## config.mk

```make
export PLATFORM = sky130hd
export DESIGN_NAME = bridged_pwm_tone_generator_top
export DESIGN_NICKNAME = d
export VERILOG_FILES = /design/src/hdl/bptg_pkg.sv /design/src/hdl/bptg_div.sv /design/src/hdl/bptg_tone.sv /design/src/hdl/bridged_pwm_tone_generator_top.sv
export VERILOG_INCLUDE_DIRS = /design/src /design/src/hdl
export SDC_FILE = /design/constraint.sdc
export NUM_CORES = 1
export LEC_CHECK = 0
export BUFFER_PORTS_ARGS = -buffer_cell sky130_fd_sc_hd__buf_2
export CAP_MARGIN = 25
export CORE_UTILIZATION = 65
export CTS_CLUSTER_DIAMETER = 60
export DETAILED_ROUTE_END_ITERATION = 10
export HOLD_SLACK_MARGIN = 0.03
export PLACE_DENSITY_LB_ADDON = 0.08
export SYNTH_ARGS = -nofsm -noshare
export SYNTH_HDL_FRONTEND = slang
export SYNTH_SLANG_ARGS = --single-unit
export TNS_END_PERCENT = 50
```

## constraint.sdc

```tcl
create_clock -name clk -period 19.25 [get_ports clk]
set_input_delay 3.85 -clock clk [delete_from_list [all_inputs] [get_ports clk]]
set_output_delay 3.85 -clock clk [all_outputs]
set_load 0.01 [all_outputs]
```

## src/hdl/bridged_pwm_tone_generator_top_assert.svh

```systemverilog
// assertion macros shared by the tone generator modules
// both expect clk and rst_n in the scope where they are used
`ifndef BRIDGED_PWM_TONE_GENERATOR_TOP_ASSERT_SVH
`define BRIDGED_PWM_TONE_GENERATOR_TOP_ASSERT_SVH

`ifndef ASSERT_OFF

`define BPTG_ASSERT_IMP(lbl, ante, cons, msg) \
  lbl: assert property (@(posedge clk) disable iff (!rst_n) (ante) |-> (cons)) \
    else $error(msg);

`define BPTG_ASSERT_NXT(lbl, ante, cons, msg) \
  lbl: assert property (@(posedge clk) disable iff (!rst_n) (ante) |=> (cons)) \
    else $error(msg);

`else

`define BPTG_ASSERT_IMP(lbl, ante, cons, msg)

`define BPTG_ASSERT_NXT(lbl, ante, cons, msg)

`endif

`endif

```

## src/hdl/bptg_pkg.sv

```systemverilog
package bptg_pkg;

  localparam int MODE_W    = 2;
  localparam int FREQ_W    = 16;
  localparam int VOL_W     = 4;
  localparam int LEN_W     = 32;
  localparam int TOP_W     = 16;
  localparam int RATE_W    = 24;
  localparam int TPM_W     = 16;
  localparam int CFG_W     = 24;
  localparam int CFG_IDX_W = 2;

  localparam logic [MODE_W-1:0] MODE_TICK = 2'd0;
  localparam logic [MODE_W-1:0] MODE_SET  = 2'd1;
  localparam logic [MODE_W-1:0] MODE_STOP = 2'd2;

  localparam logic [CFG_IDX_W-1:0] CFG_TOP  = 2'd0;
  localparam logic [CFG_IDX_W-1:0] CFG_RATE = 2'd1;
  localparam logic [CFG_IDX_W-1:0] CFG_TPM  = 2'd2;

  localparam logic [TOP_W-1:0]  TOP_RST  = 16'd79;
  localparam logic [RATE_W-1:0] RATE_RST = 24'd200000;
  localparam logic [TPM_W-1:0]  TPM_RST  = 16'd16000;
  localparam logic [TOP_W-1:0]  TOP_MIN  = 16'd2;

  localparam logic [VOL_W-1:0] VOL_MAX = 4'd10;

  localparam int TIMER_WIDTH_DEF = 16;

  // divider: 24 bit dividend, 17 bit divisor
  localparam int DIVD_W    = 24;
  localparam int DIVS_W    = 17;
  localparam int DIV_CNT_W = $clog2(DIVD_W);

  // duty divide by ten: multiply by ceil(2^23 / 10), exact below 2^22
  localparam int DUTY_W     = 20;
  localparam int DUTY_MUL_W = 40;
  localparam int DUTY_SHIFT = 23;
  localparam logic [DUTY_W-1:0] DUTY_RECIP = 20'd838861;

  typedef struct packed {
    logic              valid;
    logic [MODE_W-1:0] op;
    logic              vol_zero;
    logic              len_zero;
    logic              timed;
    logic [LEN_W-1:0]  length_ms;
    logic [TOP_W-1:0]  duty;
  } tone_cmd_t;

  typedef struct packed {
    logic pin_a;
    logic pin_b;
    logic playing;
  } tone_stat_t;

endpackage

```

## src/hdl/bptg_div.sv

```systemverilog
`include "bridged_pwm_tone_generator_top_assert.svh"

module bptg_div (
  input  logic                          clk,
  input  logic                          rst_n,
  input  logic                          start,
  input  logic [bptg_pkg::DIVD_W-1:0]   dividend,
  input  logic [bptg_pkg::DIVS_W-1:0]   divisor,
  output logic                          done,
  output logic [bptg_pkg::DIVD_W-1:0]   quotient
);
  import bptg_pkg::*;

  logic                 busy_r, busy_nxt;
  logic                 done_r, done_nxt;
  logic [DIV_CNT_W-1:0] cnt_r, cnt_nxt;
  logic [DIVD_W-1:0]    q_r, q_nxt;
  logic [DIVS_W-1:0]    rem_r, rem_nxt;
  logic [DIVS_W-1:0]    dvs_r, dvs_nxt;
  logic [DIVS_W:0]      trial;
  logic [DIVS_W:0]      diff;

  // restoring division, one quotient bit per cycle
  assign trial = {rem_r, q_r[DIVD_W-1]};
  assign diff  = trial - {1'b0, dvs_r};

  always_comb begin
    busy_nxt = busy_r;
    done_nxt = 1'b0;
    cnt_nxt  = cnt_r;
    q_nxt    = q_r;
    rem_nxt  = rem_r;
    dvs_nxt  = dvs_r;
    if (start) begin
      busy_nxt = 1'b1;
      cnt_nxt  = '0;
      q_nxt    = dividend;
      rem_nxt  = '0;
      dvs_nxt  = divisor;
    end else if (busy_r) begin
      if (trial >= {1'b0, dvs_r}) begin
        rem_nxt = diff[DIVS_W-1:0];
        q_nxt   = {q_r[DIVD_W-2:0], 1'b1};
      end else begin
        rem_nxt = trial[DIVS_W-1:0];
        q_nxt   = {q_r[DIVD_W-2:0], 1'b0};
      end
      cnt_nxt = cnt_r + 1'b1;
      if (cnt_r == DIV_CNT_W'(DIVD_W - 1)) begin
        busy_nxt = 1'b0;
        done_nxt = 1'b1;
      end
    end
  end

  always_ff @(posedge clk) begin
    if (!rst_n) begin
      busy_r <= 1'b0;
      done_r <= 1'b0;
      cnt_r  <= '0;
    end else begin
      busy_r <= busy_nxt;
      done_r <= done_nxt;
      cnt_r  <= cnt_nxt;
    end
    q_r   <= q_nxt;
    rem_r <= rem_nxt;
    dvs_r <= dvs_nxt;
  end

  assign done     = done_r;
  assign quotient = q_r;

  `BPTG_ASSERT_NXT(a_start_busy, start, busy_r, "divider not busy after start")
  `BPTG_ASSERT_NXT(a_done_idle, done_r, !busy_r || $past(start), "divider busy after done")

endmodule

```

## src/hdl/bptg_tone.sv

```systemverilog
`include "bridged_pwm_tone_generator_top_assert.svh"

module bptg_tone #(
  parameter int TIMER_WIDTH = bptg_pkg::TIMER_WIDTH_DEF
) (
  input  logic                        clk,
  input  logic                        rst_n,
  input  bptg_pkg::tone_cmd_t         cmd,
  input  logic [TIMER_WIDTH-1:0]      divisor,
  input  logic [bptg_pkg::TOP_W-1:0]  top_eff,
  input  logic [bptg_pkg::TPM_W-1:0]  tpm_eff,
  output bptg_pkg::tone_stat_t        stat
);
  import bptg_pkg::*;

  logic                   running_r, running_nxt;
  logic                   phase_a_r, phase_a_nxt;
  logic [TOP_W-1:0]       pwm_r, pwm_nxt;
  logic [TOP_W-1:0]       duty_r, duty_nxt;
  logic [TIMER_WIDTH-1:0] div_r, div_nxt;
  logic [TIMER_WIDTH-1:0] divcnt_r, divcnt_nxt;
  logic                   timed_r, timed_nxt;
  logic [LEN_W-1:0]       remain_r, remain_nxt;
  logic [TPM_W-1:0]       presc_r, presc_nxt;
  logic [LEN_W-1:0]       remain_dec;
  logic                   high;

  always_comb begin
    running_nxt = running_r;
    phase_a_nxt = phase_a_r;
    pwm_nxt     = pwm_r;
    duty_nxt    = duty_r;
    div_nxt     = div_r;
    divcnt_nxt  = divcnt_r;
    timed_nxt   = timed_r;
    remain_nxt  = remain_r;
    presc_nxt   = presc_r;
    remain_dec  = remain_r;
    if (cmd.valid) begin
      unique case (cmd.op)
        MODE_TICK: begin
          if (running_r) begin
            if (pwm_r >= top_eff) begin
              pwm_nxt = '0;
              if (divcnt_r == div_r) begin
                phase_a_nxt = !phase_a_r;
                divcnt_nxt  = '0;
              end else begin
                divcnt_nxt = divcnt_r + {{(TIMER_WIDTH-1){1'b0}}, 1'b1};
              end
            end else begin
              pwm_nxt = pwm_r + 1'b1;
            end
            if (timed_r) begin
              presc_nxt = presc_r + 1'b1;
              if (presc_nxt >= tpm_eff) begin
                presc_nxt = '0;
                if (remain_r != '0) begin
                  remain_dec = remain_r - 1'b1;
                end
                remain_nxt = remain_dec;
                if (remain_dec == '0) begin
                  running_nxt = 1'b0;
                  timed_nxt   = 1'b0;
                end
              end
            end
          end
        end
        MODE_SET: begin
          duty_nxt = cmd.duty;
          if (!cmd.timed) begin
            if (cmd.vol_zero) begin
              running_nxt = 1'b0;
              timed_nxt   = 1'b0;
            end else begin
              div_nxt = divisor;
              if (!running_r) begin
                running_nxt = 1'b1;
                phase_a_nxt = 1'b1;
                divcnt_nxt  = '0;
                pwm_nxt     = '0;
              end
              timed_nxt = 1'b0;
            end
          end else if (cmd.vol_zero || cmd.len_zero) begin
            running_nxt = 1'b0;
            timed_nxt   = 1'b0;
          end else if (!running_r) begin
            // timed request while playing only changes the volume
            div_nxt     = divisor;
            running_nxt = 1'b1;
            phase_a_nxt = 1'b1;
            divcnt_nxt  = '0;
            pwm_nxt     = '0;
            timed_nxt   = 1'b1;
            remain_nxt  = cmd.length_ms;
            presc_nxt   = '0;
          end
        end
        MODE_STOP: begin
          running_nxt = 1'b0;
          timed_nxt   = 1'b0;
        end
        default: begin
        end
      endcase
    end
  end

  always_ff @(posedge clk) begin
    if (!rst_n) begin
      running_r <= 1'b0;
      phase_a_r <= 1'b1;
      pwm_r     <= '0;
      duty_r    <= TOP_RST;
      div_r     <= '0;
      divcnt_r  <= '0;
      timed_r   <= 1'b0;
      remain_r  <= '0;
      presc_r   <= '0;
    end else begin
      running_r <= running_nxt;
      phase_a_r <= phase_a_nxt;
      pwm_r     <= pwm_nxt;
      duty_r    <= duty_nxt;
      div_r     <= div_nxt;
      divcnt_r  <= divcnt_nxt;
      timed_r   <= timed_nxt;
      remain_r  <= remain_nxt;
      presc_r   <= presc_nxt;
    end
  end

  assign high         = running_r && (pwm_r <= duty_r);
  assign stat.pin_a   = high && phase_a_r;
  assign stat.pin_b   = high && !phase_a_r;
  assign stat.playing = running_r;

  `BPTG_ASSERT_IMP(a_quiet_stopped, !running_r, !stat.pin_a && !stat.pin_b,
                   "pin driven while stopped")
  `BPTG_ASSERT_IMP(a_timed_running, timed_r, running_r, "timed countdown without tone")

endmodule

```

## src/hdl/bridged_pwm_tone_generator_top.sv

```systemverilog
// push-pull pwm tone generator, two bridge pins plus a playing flag
// input channel: in_valid / in_stall with mode, frequency, volume, length_ms
// and timed; every accepted item gives exactly one result on out_valid /
// out_stall carrying the pin levels and the playing flag after that item
// a clock tick, stop or unused item updates the tone on its accept, passes
// through the output state into the result register, and the next item is
// taken once the block is back in idle
// a set tone item passes through the duty steps (volume product, then a multiply
// by one tenth), a start state and 24 steps of the bit-serial divider for the
// tone divisor, then the tone update and the result register; in_stall stays
// high meanwhile
// configuration: cfg_we with cfg_index and cfg_wdata writes pwm top, overflow
// rate or ticks per millisecond; write only while idle
// reset (rst_n low, synchronous) stops the tone, loads the default
// configuration and empties the result register
// a stalled result holds on the output; the block finishes the next item's
// work and then waits until the result register frees up
`include "bridged_pwm_tone_generator_top_assert.svh"

module bridged_pwm_tone_generator_top #(
  parameter int TIMER_WIDTH = bptg_pkg::TIMER_WIDTH_DEF
) (
  input  logic                            clk,
  input  logic                            rst_n,
  input  logic                            in_valid,
  output logic                            in_stall,
  input  logic [bptg_pkg::MODE_W-1:0]     in_mode,
  input  logic [bptg_pkg::FREQ_W-1:0]     in_frequency,
  input  logic [bptg_pkg::VOL_W-1:0]      in_volume,
  input  logic [bptg_pkg::LEN_W-1:0]      in_length_ms,
  input  logic                            in_timed,
  output logic                            out_valid,
  input  logic                            out_stall,
  output logic                            out_pin_a,
  output logic                            out_pin_b,
  output logic                            out_playing,
  input  logic                            cfg_we,
  input  logic [bptg_pkg::CFG_IDX_W-1:0]  cfg_index,
  input  logic [bptg_pkg::CFG_W-1:0]      cfg_wdata
);
  import bptg_pkg::*;

  localparam logic [2:0] S_IDLE    = 3'd0;
  localparam logic [2:0] S_DUTY_ST = 3'd1;
  localparam logic [2:0] S_DUTY_WT = 3'd2;
  localparam logic [2:0] S_FREQ_ST = 3'd3;
  localparam logic [2:0] S_FREQ_WT = 3'd4;
  localparam logic [2:0] S_OUT     = 3'd5;

  localparam logic [32:0] TMAX = (33'd1 << TIMER_WIDTH) - 33'd1;

  logic [2:0]        state_r, state_nxt;
  logic [TOP_W-1:0]  top_r;
  logic [RATE_W-1:0] rate_r;
  logic [TPM_W-1:0]  tpm_r;
  logic [TOP_W-1:0]  top_eff;
  logic [TPM_W-1:0]  tpm_eff;

  logic [FREQ_W-1:0] freq_r;
  logic [VOL_W-1:0]  vol_r;
  logic [LEN_W-1:0]  len_r;
  logic              timed_r;
  logic [TOP_W-1:0]  duty_r, duty_nxt;

  logic              out_valid_r, out_valid_nxt;
  tone_stat_t        out_stat_r;
  logic              out_free;
  logic              accept;

  logic [VOL_W-1:0]      vol_sat;
  logic [DUTY_W-1:0]     duty_prod;
  logic [DUTY_W-1:0]     duty_prod_r;
  logic [DUTY_MUL_W-1:0] duty_recip;
  logic [FREQ_W-1:0] freq_eff;
  logic              div_start;
  logic [DIVD_W-1:0] div_dividend;
  logic [DIVS_W-1:0] div_divisor;
  logic              div_done;
  logic [DIVD_W-1:0] div_quot;
  logic [DIVD_W-1:0] tone_q;
  logic [32:0]       tone_d;
  logic [TIMER_WIDTH-1:0] tone_div;

  tone_cmd_t         cmd;
  tone_stat_t        stat;

  assign top_eff  = (top_r < TOP_MIN) ? TOP_MIN : top_r;
  assign tpm_eff  = (tpm_r == '0) ? TPM_W'(1) : tpm_r;
  assign accept   = in_valid && !in_stall;
  assign in_stall = (state_r != S_IDLE);
  assign out_free = !out_valid_r || !out_stall;

  // duty operand: saturated volume times (top - 1), fits in 20 bits
  assign vol_sat    = (vol_r > VOL_MAX) ? VOL_MAX : vol_r;
  assign duty_prod  = DUTY_W'(vol_sat) * DUTY_W'(top_eff - 1'b1);
  assign duty_recip = DUTY_MUL_W'(duty_prod_r) * DUTY_MUL_W'(DUTY_RECIP);
  assign freq_eff   = (freq_r == '0) ? FREQ_W'(1) : freq_r;

  assign div_start    = (state_r == S_FREQ_ST);
  assign div_dividend = rate_r;
  assign div_divisor  = {freq_eff, 1'b0};

  // tone divisor: quotient minus one, floored at zero, saturated to the timer
  assign tone_q   = div_quot;
  assign tone_d   = (tone_q == '0) ? 33'd0 : 33'(tone_q - 1'b1);
  assign tone_div = (tone_d > TMAX) ? TMAX[TIMER_WIDTH-1:0] : tone_d[TIMER_WIDTH-1:0];

  bptg_div u_div (
    .clk      (clk),
    .rst_n    (rst_n),
    .start    (div_start),
    .dividend (div_dividend),
    .divisor  (div_divisor),
    .done     (div_done),
    .quotient (div_quot)
  );

  always_comb begin
    cmd.valid     = (accept && in_mode != MODE_SET) || (state_r == S_FREQ_WT && div_done);
    cmd.op        = (state_r == S_IDLE) ? in_mode : MODE_SET;
    cmd.vol_zero  = (vol_r == '0);
    cmd.len_zero  = (len_r == '0);
    cmd.timed     = timed_r;
    cmd.length_ms = len_r;
    cmd.duty      = duty_r;
  end

  bptg_tone #(
    .TIMER_WIDTH (TIMER_WIDTH)
  ) u_tone (
    .clk     (clk),
    .rst_n   (rst_n),
    .cmd     (cmd),
    .divisor (tone_div),
    .top_eff (top_eff),
    .tpm_eff (tpm_eff),
    .stat    (stat)
  );

  always_comb begin
    state_nxt     = state_r;
    duty_nxt      = duty_r;
    out_valid_nxt = out_valid_r && out_stall;
    unique case (state_r)
      S_IDLE: begin
        if (accept) begin
          state_nxt = (in_mode == MODE_SET) ? S_DUTY_ST : S_OUT;
        end
      end
      S_DUTY_ST: state_nxt = S_DUTY_WT;
      S_DUTY_WT: begin
        duty_nxt  = duty_recip[DUTY_SHIFT +: TOP_W] + 1'b1;
        state_nxt = S_FREQ_ST;
      end
      S_FREQ_ST: state_nxt = S_FREQ_WT;
      S_FREQ_WT: begin
        if (div_done) begin
          state_nxt = S_OUT;
        end
      end
      S_OUT: begin
        if (out_free) begin
          out_valid_nxt = 1'b1;
          state_nxt     = S_IDLE;
        end
      end
      default: state_nxt = S_IDLE;
    endcase
  end

  always_ff @(posedge clk) begin
    if (!rst_n) begin
      state_r     <= S_IDLE;
      out_valid_r <= 1'b0;
      top_r       <= TOP_RST;
      rate_r      <= RATE_RST;
      tpm_r       <= TPM_RST;
    end else begin
      state_r     <= state_nxt;
      out_valid_r <= out_valid_nxt;
      if (cfg_we) begin
        unique case (cfg_index)
          CFG_TOP:  top_r  <= cfg_wdata[TOP_W-1:0];
          CFG_RATE: rate_r <= cfg_wdata[RATE_W-1:0];
          CFG_TPM:  tpm_r  <= cfg_wdata[TPM_W-1:0];
          default: begin
          end
        endcase
      end
    end
    duty_r <= duty_nxt;
    if (state_r == S_DUTY_ST) begin
      duty_prod_r <= duty_prod;
    end
    if (accept) begin
      freq_r  <= in_frequency;
      vol_r   <= in_volume;
      len_r   <= in_length_ms;
      timed_r <= in_timed;
    end
    if (state_r == S_OUT && out_free) begin
      out_stat_r <= stat;
    end
  end

  assign out_valid   = out_valid_r;
  assign out_pin_a   = out_stat_r.pin_a;
  assign out_pin_b   = out_stat_r.pin_b;
  assign out_playing = out_stat_r.playing;

  `BPTG_ASSERT_IMP(a_done_in_wait, div_done, state_r == S_FREQ_WT,
                   "divider result outside a wait state")

endmodule
```

== Yosys cells after proc, flatten, opt, wreduce, memory -nomap -nowiden ==
Cells that the tools add are included.
Word-level totals
  register bits: 331
  input port bits: 86
  output and inout bits: 5
  word-level logic and storage cells: 205
Cells by class
  add/subtract/negate cells: 9
  multipliers: 2
  order comparisons: 7
  equal/unequal tests: 30
  muxes and demuxes: 82
  bitwise gates (word level): 2
  reductions and logical operators: 44
Operator list (count)
  16-bit two-way mux: 26
  32-bit two-way mux: 12
  16-bit one-hot mux with 2 select lines: 3
  16-bit by 1-bit adder with 16-bit output, second input constant: 4
  32-bit logical NOT: 2
  32-bit one-hot mux with 2 select lines: 1
  24-bit two-way mux: 2
  20-bit by 20-bit multiplier with 39-bit output, second input constant: 1
  33-bit by 16-bit > comparator with 1-bit output, second input constant: 1
  33-bit two-way mux: 1
  16-bit >= comparator: 2
  16-bit logical NOT: 2
  32-bit nonzero test: 1
  32-bit by 1-bit subtractor with 32-bit output, second input constant: 1
  1-bit two-way mux: 26
  24-bit by 1-bit subtractor with 25-bit output, second input constant: 1
  24-bit logical NOT: 1
  4-bit by 20-bit multiplier with 20-bit output: 1
  18-bit by 17-bit >= comparator with 1-bit output: 1
  3-bit one-hot mux with 6 select lines: 1
  17-bit two-way mux: 1
  16-bit by 1-bit subtractor with 17-bit output, second input constant: 1
  17-bit subtractor: 1
  16-bit equality test: 1
  37 further kinds: 82

== Logic depth before layout (Yosys ltp) ==
  depth in word-level cells: 14
  mapped depth: 26
  mapped depth without buffers: 26

== Cells and area by module ==
A second synthesis with hierarchy kept.
Unflattened totals
  cells, all modules: 2936
  area total of the unflattened synthesis: 27139.8 um^2
Modules (own cells, without submodules)
  bridged_pwm_tone_generator_top: instances 1, cells an instance 1618, area each 15741.3 um^2, sequential area each 3963.8 um^2
  bptg_tone: instances 1, cells an instance 989, area each 7800.0 um^2, sequential area each 2302.2 um^2
  bptg_div: instances 1, cells an instance 329, area each 3598.5 um^2, sequential area each 1711.6 um^2

== Worst setup path after synthesis ==
No wires, ideal clock.
  kind: register -> register
  from: reg duty_prod_r[0]
  to: reg duty_r[12], data pin
  setup time: 0.259 ns
  arrival time: 6.402 ns
  data required time: 18.991 ns
  path slack: 12.589 ns
  cell stages (with the launch flop): 25
  path buffers: 0
  period minus slack after synthesis: 6.661 ns
  cell sequence: edfxtp_1 -> ha_1 -> ha_1 -> inv_1 -> fa_1 -> inv_1 -> fa_1 -> fa_1 -> fa_1 -> inv_1 -> fa_1 -> inv_1 -> ha_1 -> nand4_1 -> nor2_1 -> o2111ai_1 -> o2111a_1 -> or3_1 -> and2_1 -> inv_1 -> ha_1 -> nand4_1 -> nor4b_1 -> mux2i_1 -> xnor2_1
Between the ends
  cells in the longest elaborated chain, start to end: 2
Ends and longest elaborated chain
  start, declared: line bridged_pwm_tone_generator_top.sv:72  | logic [DUTY_W-1:0] duty_prod_r;
  start signal, assigned: line bridged_pwm_tone_generator_top.sv:193  | duty_prod_r <= duty_prod;
  20-bit by 20-bit multiplier with 39-bit output: line bridged_pwm_tone_generator_top.sv:96  | assign duty_recip = DUTY_MUL_W'(duty_prod_r) * DUTY_MUL_W'(DUTY_RECIP);
  16-bit by 1-bit adder with 16-bit output: line bridged_pwm_tone_generator_top.sv:152  | duty_nxt = duty_recip[DUTY_SHIFT +: TOP_W] + 1'b1;
  end signal, assigned: line bridged_pwm_tone_generator_top.sv:191  | duty_r <= duty_nxt;
  end, declared: line bridged_pwm_tone_generator_top.sv:63  | logic [TOP_W-1:0] duty_r, duty_nxt;
Every way passes these cells.
A chain may end at the register's enable or synchronous reset.

== Worst setup path in the final report ==
  from: reg duty_prod_r[3]
  to: reg duty_r[15], data pin
The elaborated chain is that of the path after synthesis.

==> flow_metrics.py <==
metrics = {
    "clocking": {
        "clk_path_buf_depth": 3,
        "clk_latency_ns": 0.57,
        "cts_buffers": 38,
        "clockRootBuffer": "clkbuf_16",
        "cts_tree": "done",
        "clkSinkCount": 331,
        "hold_buffers": 0,
        "postCtsSetupRepairBufs": 0,
        "cts_resized": 0,
        "htree_levels": 2,
        "path_clk_slew_ns": 0.06,
    },
    "final_layout": {
        "diodes": 0,
        "ff_latch_area_mm2": 0.00795,
        "multi_input_area_mm2": 0.0163,
        "final_area_mm2": 0.0281,
        "syn_to_final_growth_pct": 8.48,
        "nets": 3472,
        "layout-drive-gt1-share_pct": 7.23,
        "nFillCells": 2955,
    },
    "critical_path": {
        "path_cells": "ha_1 > xor2_1 > ha_1 > fa_1 > fa_1 > fa_1 > fa_1 > ha_1 > ha_1 > a21oi_1 > o21ai_0 > o21ai_0 > nand2_1 > o21ai_0 > nor3b_1 > nand4_1 > nor4_1 > a2bb2oi_1 > a211oi_1",
        "crit_path_start_kind": "flop",
        "crit_fanout": 10,
        "worst-r2r-setup-slack_ns": 11.44,
        "critical_path_arrival_ns": 8.12,
        "critPathMaxStageDelay_ns": 0.61,
        "worst-path-buf-inv": 0,
        "cp_top_family": "adder cells",
        "crit_path_top_delay_cell": "o21ai_0",
        "required_ns": 19.56,
        "crit_path_end_kind": "flop",
        "path_class": "flop to flop",
    },
    "yosys": {
        "ys_seq_area_share_pct": 30.6,
        "synth-seq-cells": 331,
        "syn_avg_cell_area_um2": 8.99,
        "async_flop_share_pct": 0,
        "ys_warn_count": 0,
        "synth_cells": 2885,
        "synth_edf_count": 132,
        "synth_ff_type": "dfxtp_1",
        "synth_cell_type_count": 78,
        "syn-cell-area_mm2": 0.0259,
        "synth_fp_nets": 3429,
    },
    "timing": {
        "post-route-period-util_pct": 40.6,
        "max_freq_ghz": 0.128,
        "hold-worst-slack_ns": 0.452,
        "relSlewSlack_pct": 29.0,
        "finalCriticalPeriod_ns": 7.81,
        "rsz0062_at_grt": "false",
        "fin_tns_setup_ns": 0,
        "hold_viol": 0,
        "worstMarginPinSlew_ns": 1.06,
        "drv_slew": 0,
        "finalSetupViolations": 0,
        "skew_ns": 0.0227,
    },
    "placed_design": {
        "routabilityCongestion": 0.934,
        "placed_cell_area_mm2": 0.0268,
        "io_buffers": 90,
        "place_hpwl_um": 48900,
    },
    "floorplanning": {
        "die_h_um": 202,
        "design.core.area_mm2": 0.0390,
        "initial_utilization_pct": 66.5,
        "ios": 91,
        "dieWidth_um": 202,
        "dieArea_mm2": 0.0407,
        "rows": 72,
    },
    "detailed_routing": {
        "via_per_inst": 5.95,
        "vias": 20700,
        "postRouteAntennaNets": 0,
        "drc": 0,
        "routed_wl_um": 63600,
        "post_drt_wl_per_cell_um": 18.3,
        "drt_iter0_drc": 1650,
        "dr.pass1.iters": 7,
    },
    "run_status": {
        "status": "finished, final reports clean",
    },
    "grt": {
        "grt_max_degree": 79,
        "grt_pass1_wl_um": 105000,
        "grt_pass1_vias": 20600,
        "grt_overflow": 0,
        "grtUsageTotal_pct": 31.9,
        "antenna_found_initial": 0,
    },
    "hold_path": {
        "holdCritPathClass": "flop to flop",
    },
    "flow_run": {
        "cap_violations": 0,
    },
}
-- kinds of logic after synthesis --
family	Yosys count	share of synthesized area, %
mux	22	0.863
compound gates	537	12.9
fa+ha+maj	458	26.8
xor+xnor	155	5.23
flops	331	30.6
simple gates	924	16.9
buf+inv	458	6.65
-- cell usage in the layout, fill, tap and decap left out, drive strengths merged, types with 18 or more instances in the layout --
master and count:
nor2b 19, o211ai 18, dfxtp 199, nor3 57, edfxtp 132, a21o 34
nand3 57, ha 294, mux2i 19, nand2 350, nor4 51, xor2 67
a211oi 24, and2 24, buf 114, clkbuf 52, inv 348, a21oi 192
nand3b 23, xnor2 88, or3 21, o21ai 133, nor2 197, and3 36
nand2b 34, fa 164
-- sequential cells by signal, summed over array words and instances (netlist names), 17 cells and up --
name,cells
len_r,32
u_div.quotient,24
u_tone.remain_r,32
u_div.rem_r,17
div_dividend,24
duty_prod_r,20
-- worst reg2reg max path, cell delays in order, from the launching register on --
cell and delay [ns]:
edfxtp_1 0.55, ha_1 0.43, xor2_1 0.35, ha_1 0.33
fa_1 0.56, fa_1 0.54, fa_1 0.52, fa_1 0.49
ha_1 0.31, ha_1 0.36, a21oi_1 0.24, o21ai_0 0.12
o21ai_0 0.61, nand2_1 0.25, o21ai_0 0.28, nor3b_1 0.44
nand4_1 0.42, nor4_1 0.51, a2bb2oi_1 0.19, a211oi_1 0.08
-- metrics by stage --
stage / setup WS [ns] / utilization [%] / cells
finish: 11.44 / 72.1 / 3476
detailed placement: 11.56 / 68.7 / 3401
floorplan: 12.59 / - / 2885
global placement: 11.81 / 68.6 / 3398
CTS: 11.55 / 72.0 / 3471
global route: 10.98 / 72.1 / 3476
-- per-layer routing --
layer	track usage, %	vias up	wire, um
li1	-	9992	-
met1	42.7	10000	27500
met2	54.0	551	31200
met3	3.45	115	2990
met4	10.3	0	1900
met5	0	-	0
-- worst paths after layout --
check | to | depth (start not counted) | from
setup / recovery | duty_r[15] | 19 | duty_prod_r[3]
hold / removal | u_div.dvs_r[8] | 0 | freq_r[7]
setup reg to reg | duty_r[15] | 19 | duty_prod_r[3]
hold reg to reg | u_div.dvs_r[8] | 0 | freq_r[7]
-- area by class of cell --
class | count | area share, %
clock buffer | 52 | 3.89
clock inverter | 18 | 0.676
inverter | 347 | 4.63
multi-input combinational | 2096 | 57.9
sequential | 331 | 28.2
tap | 518 | 2.30
timing repair buffer | 114 | 2.33
-- cell usage after synthesis (67+ instances only) --
master	count	area, um^2
a21oi_1	192	961
clkbuf_1	99	372
dfxtp_1	199	3980
edfxtp_1	132	3960
fa_1	164	3280
ha_1	294	3680
inv_1	345	1290
nand2_1	350	1310
nor2_1	197	739
o21ai_0	131	656
xnor2_1	88	771
xor2_1	67	587
Power is left out: the tool's default activity adds up to more than one toggle a clock period on the data nets, which glitch-free logic cannot reach.
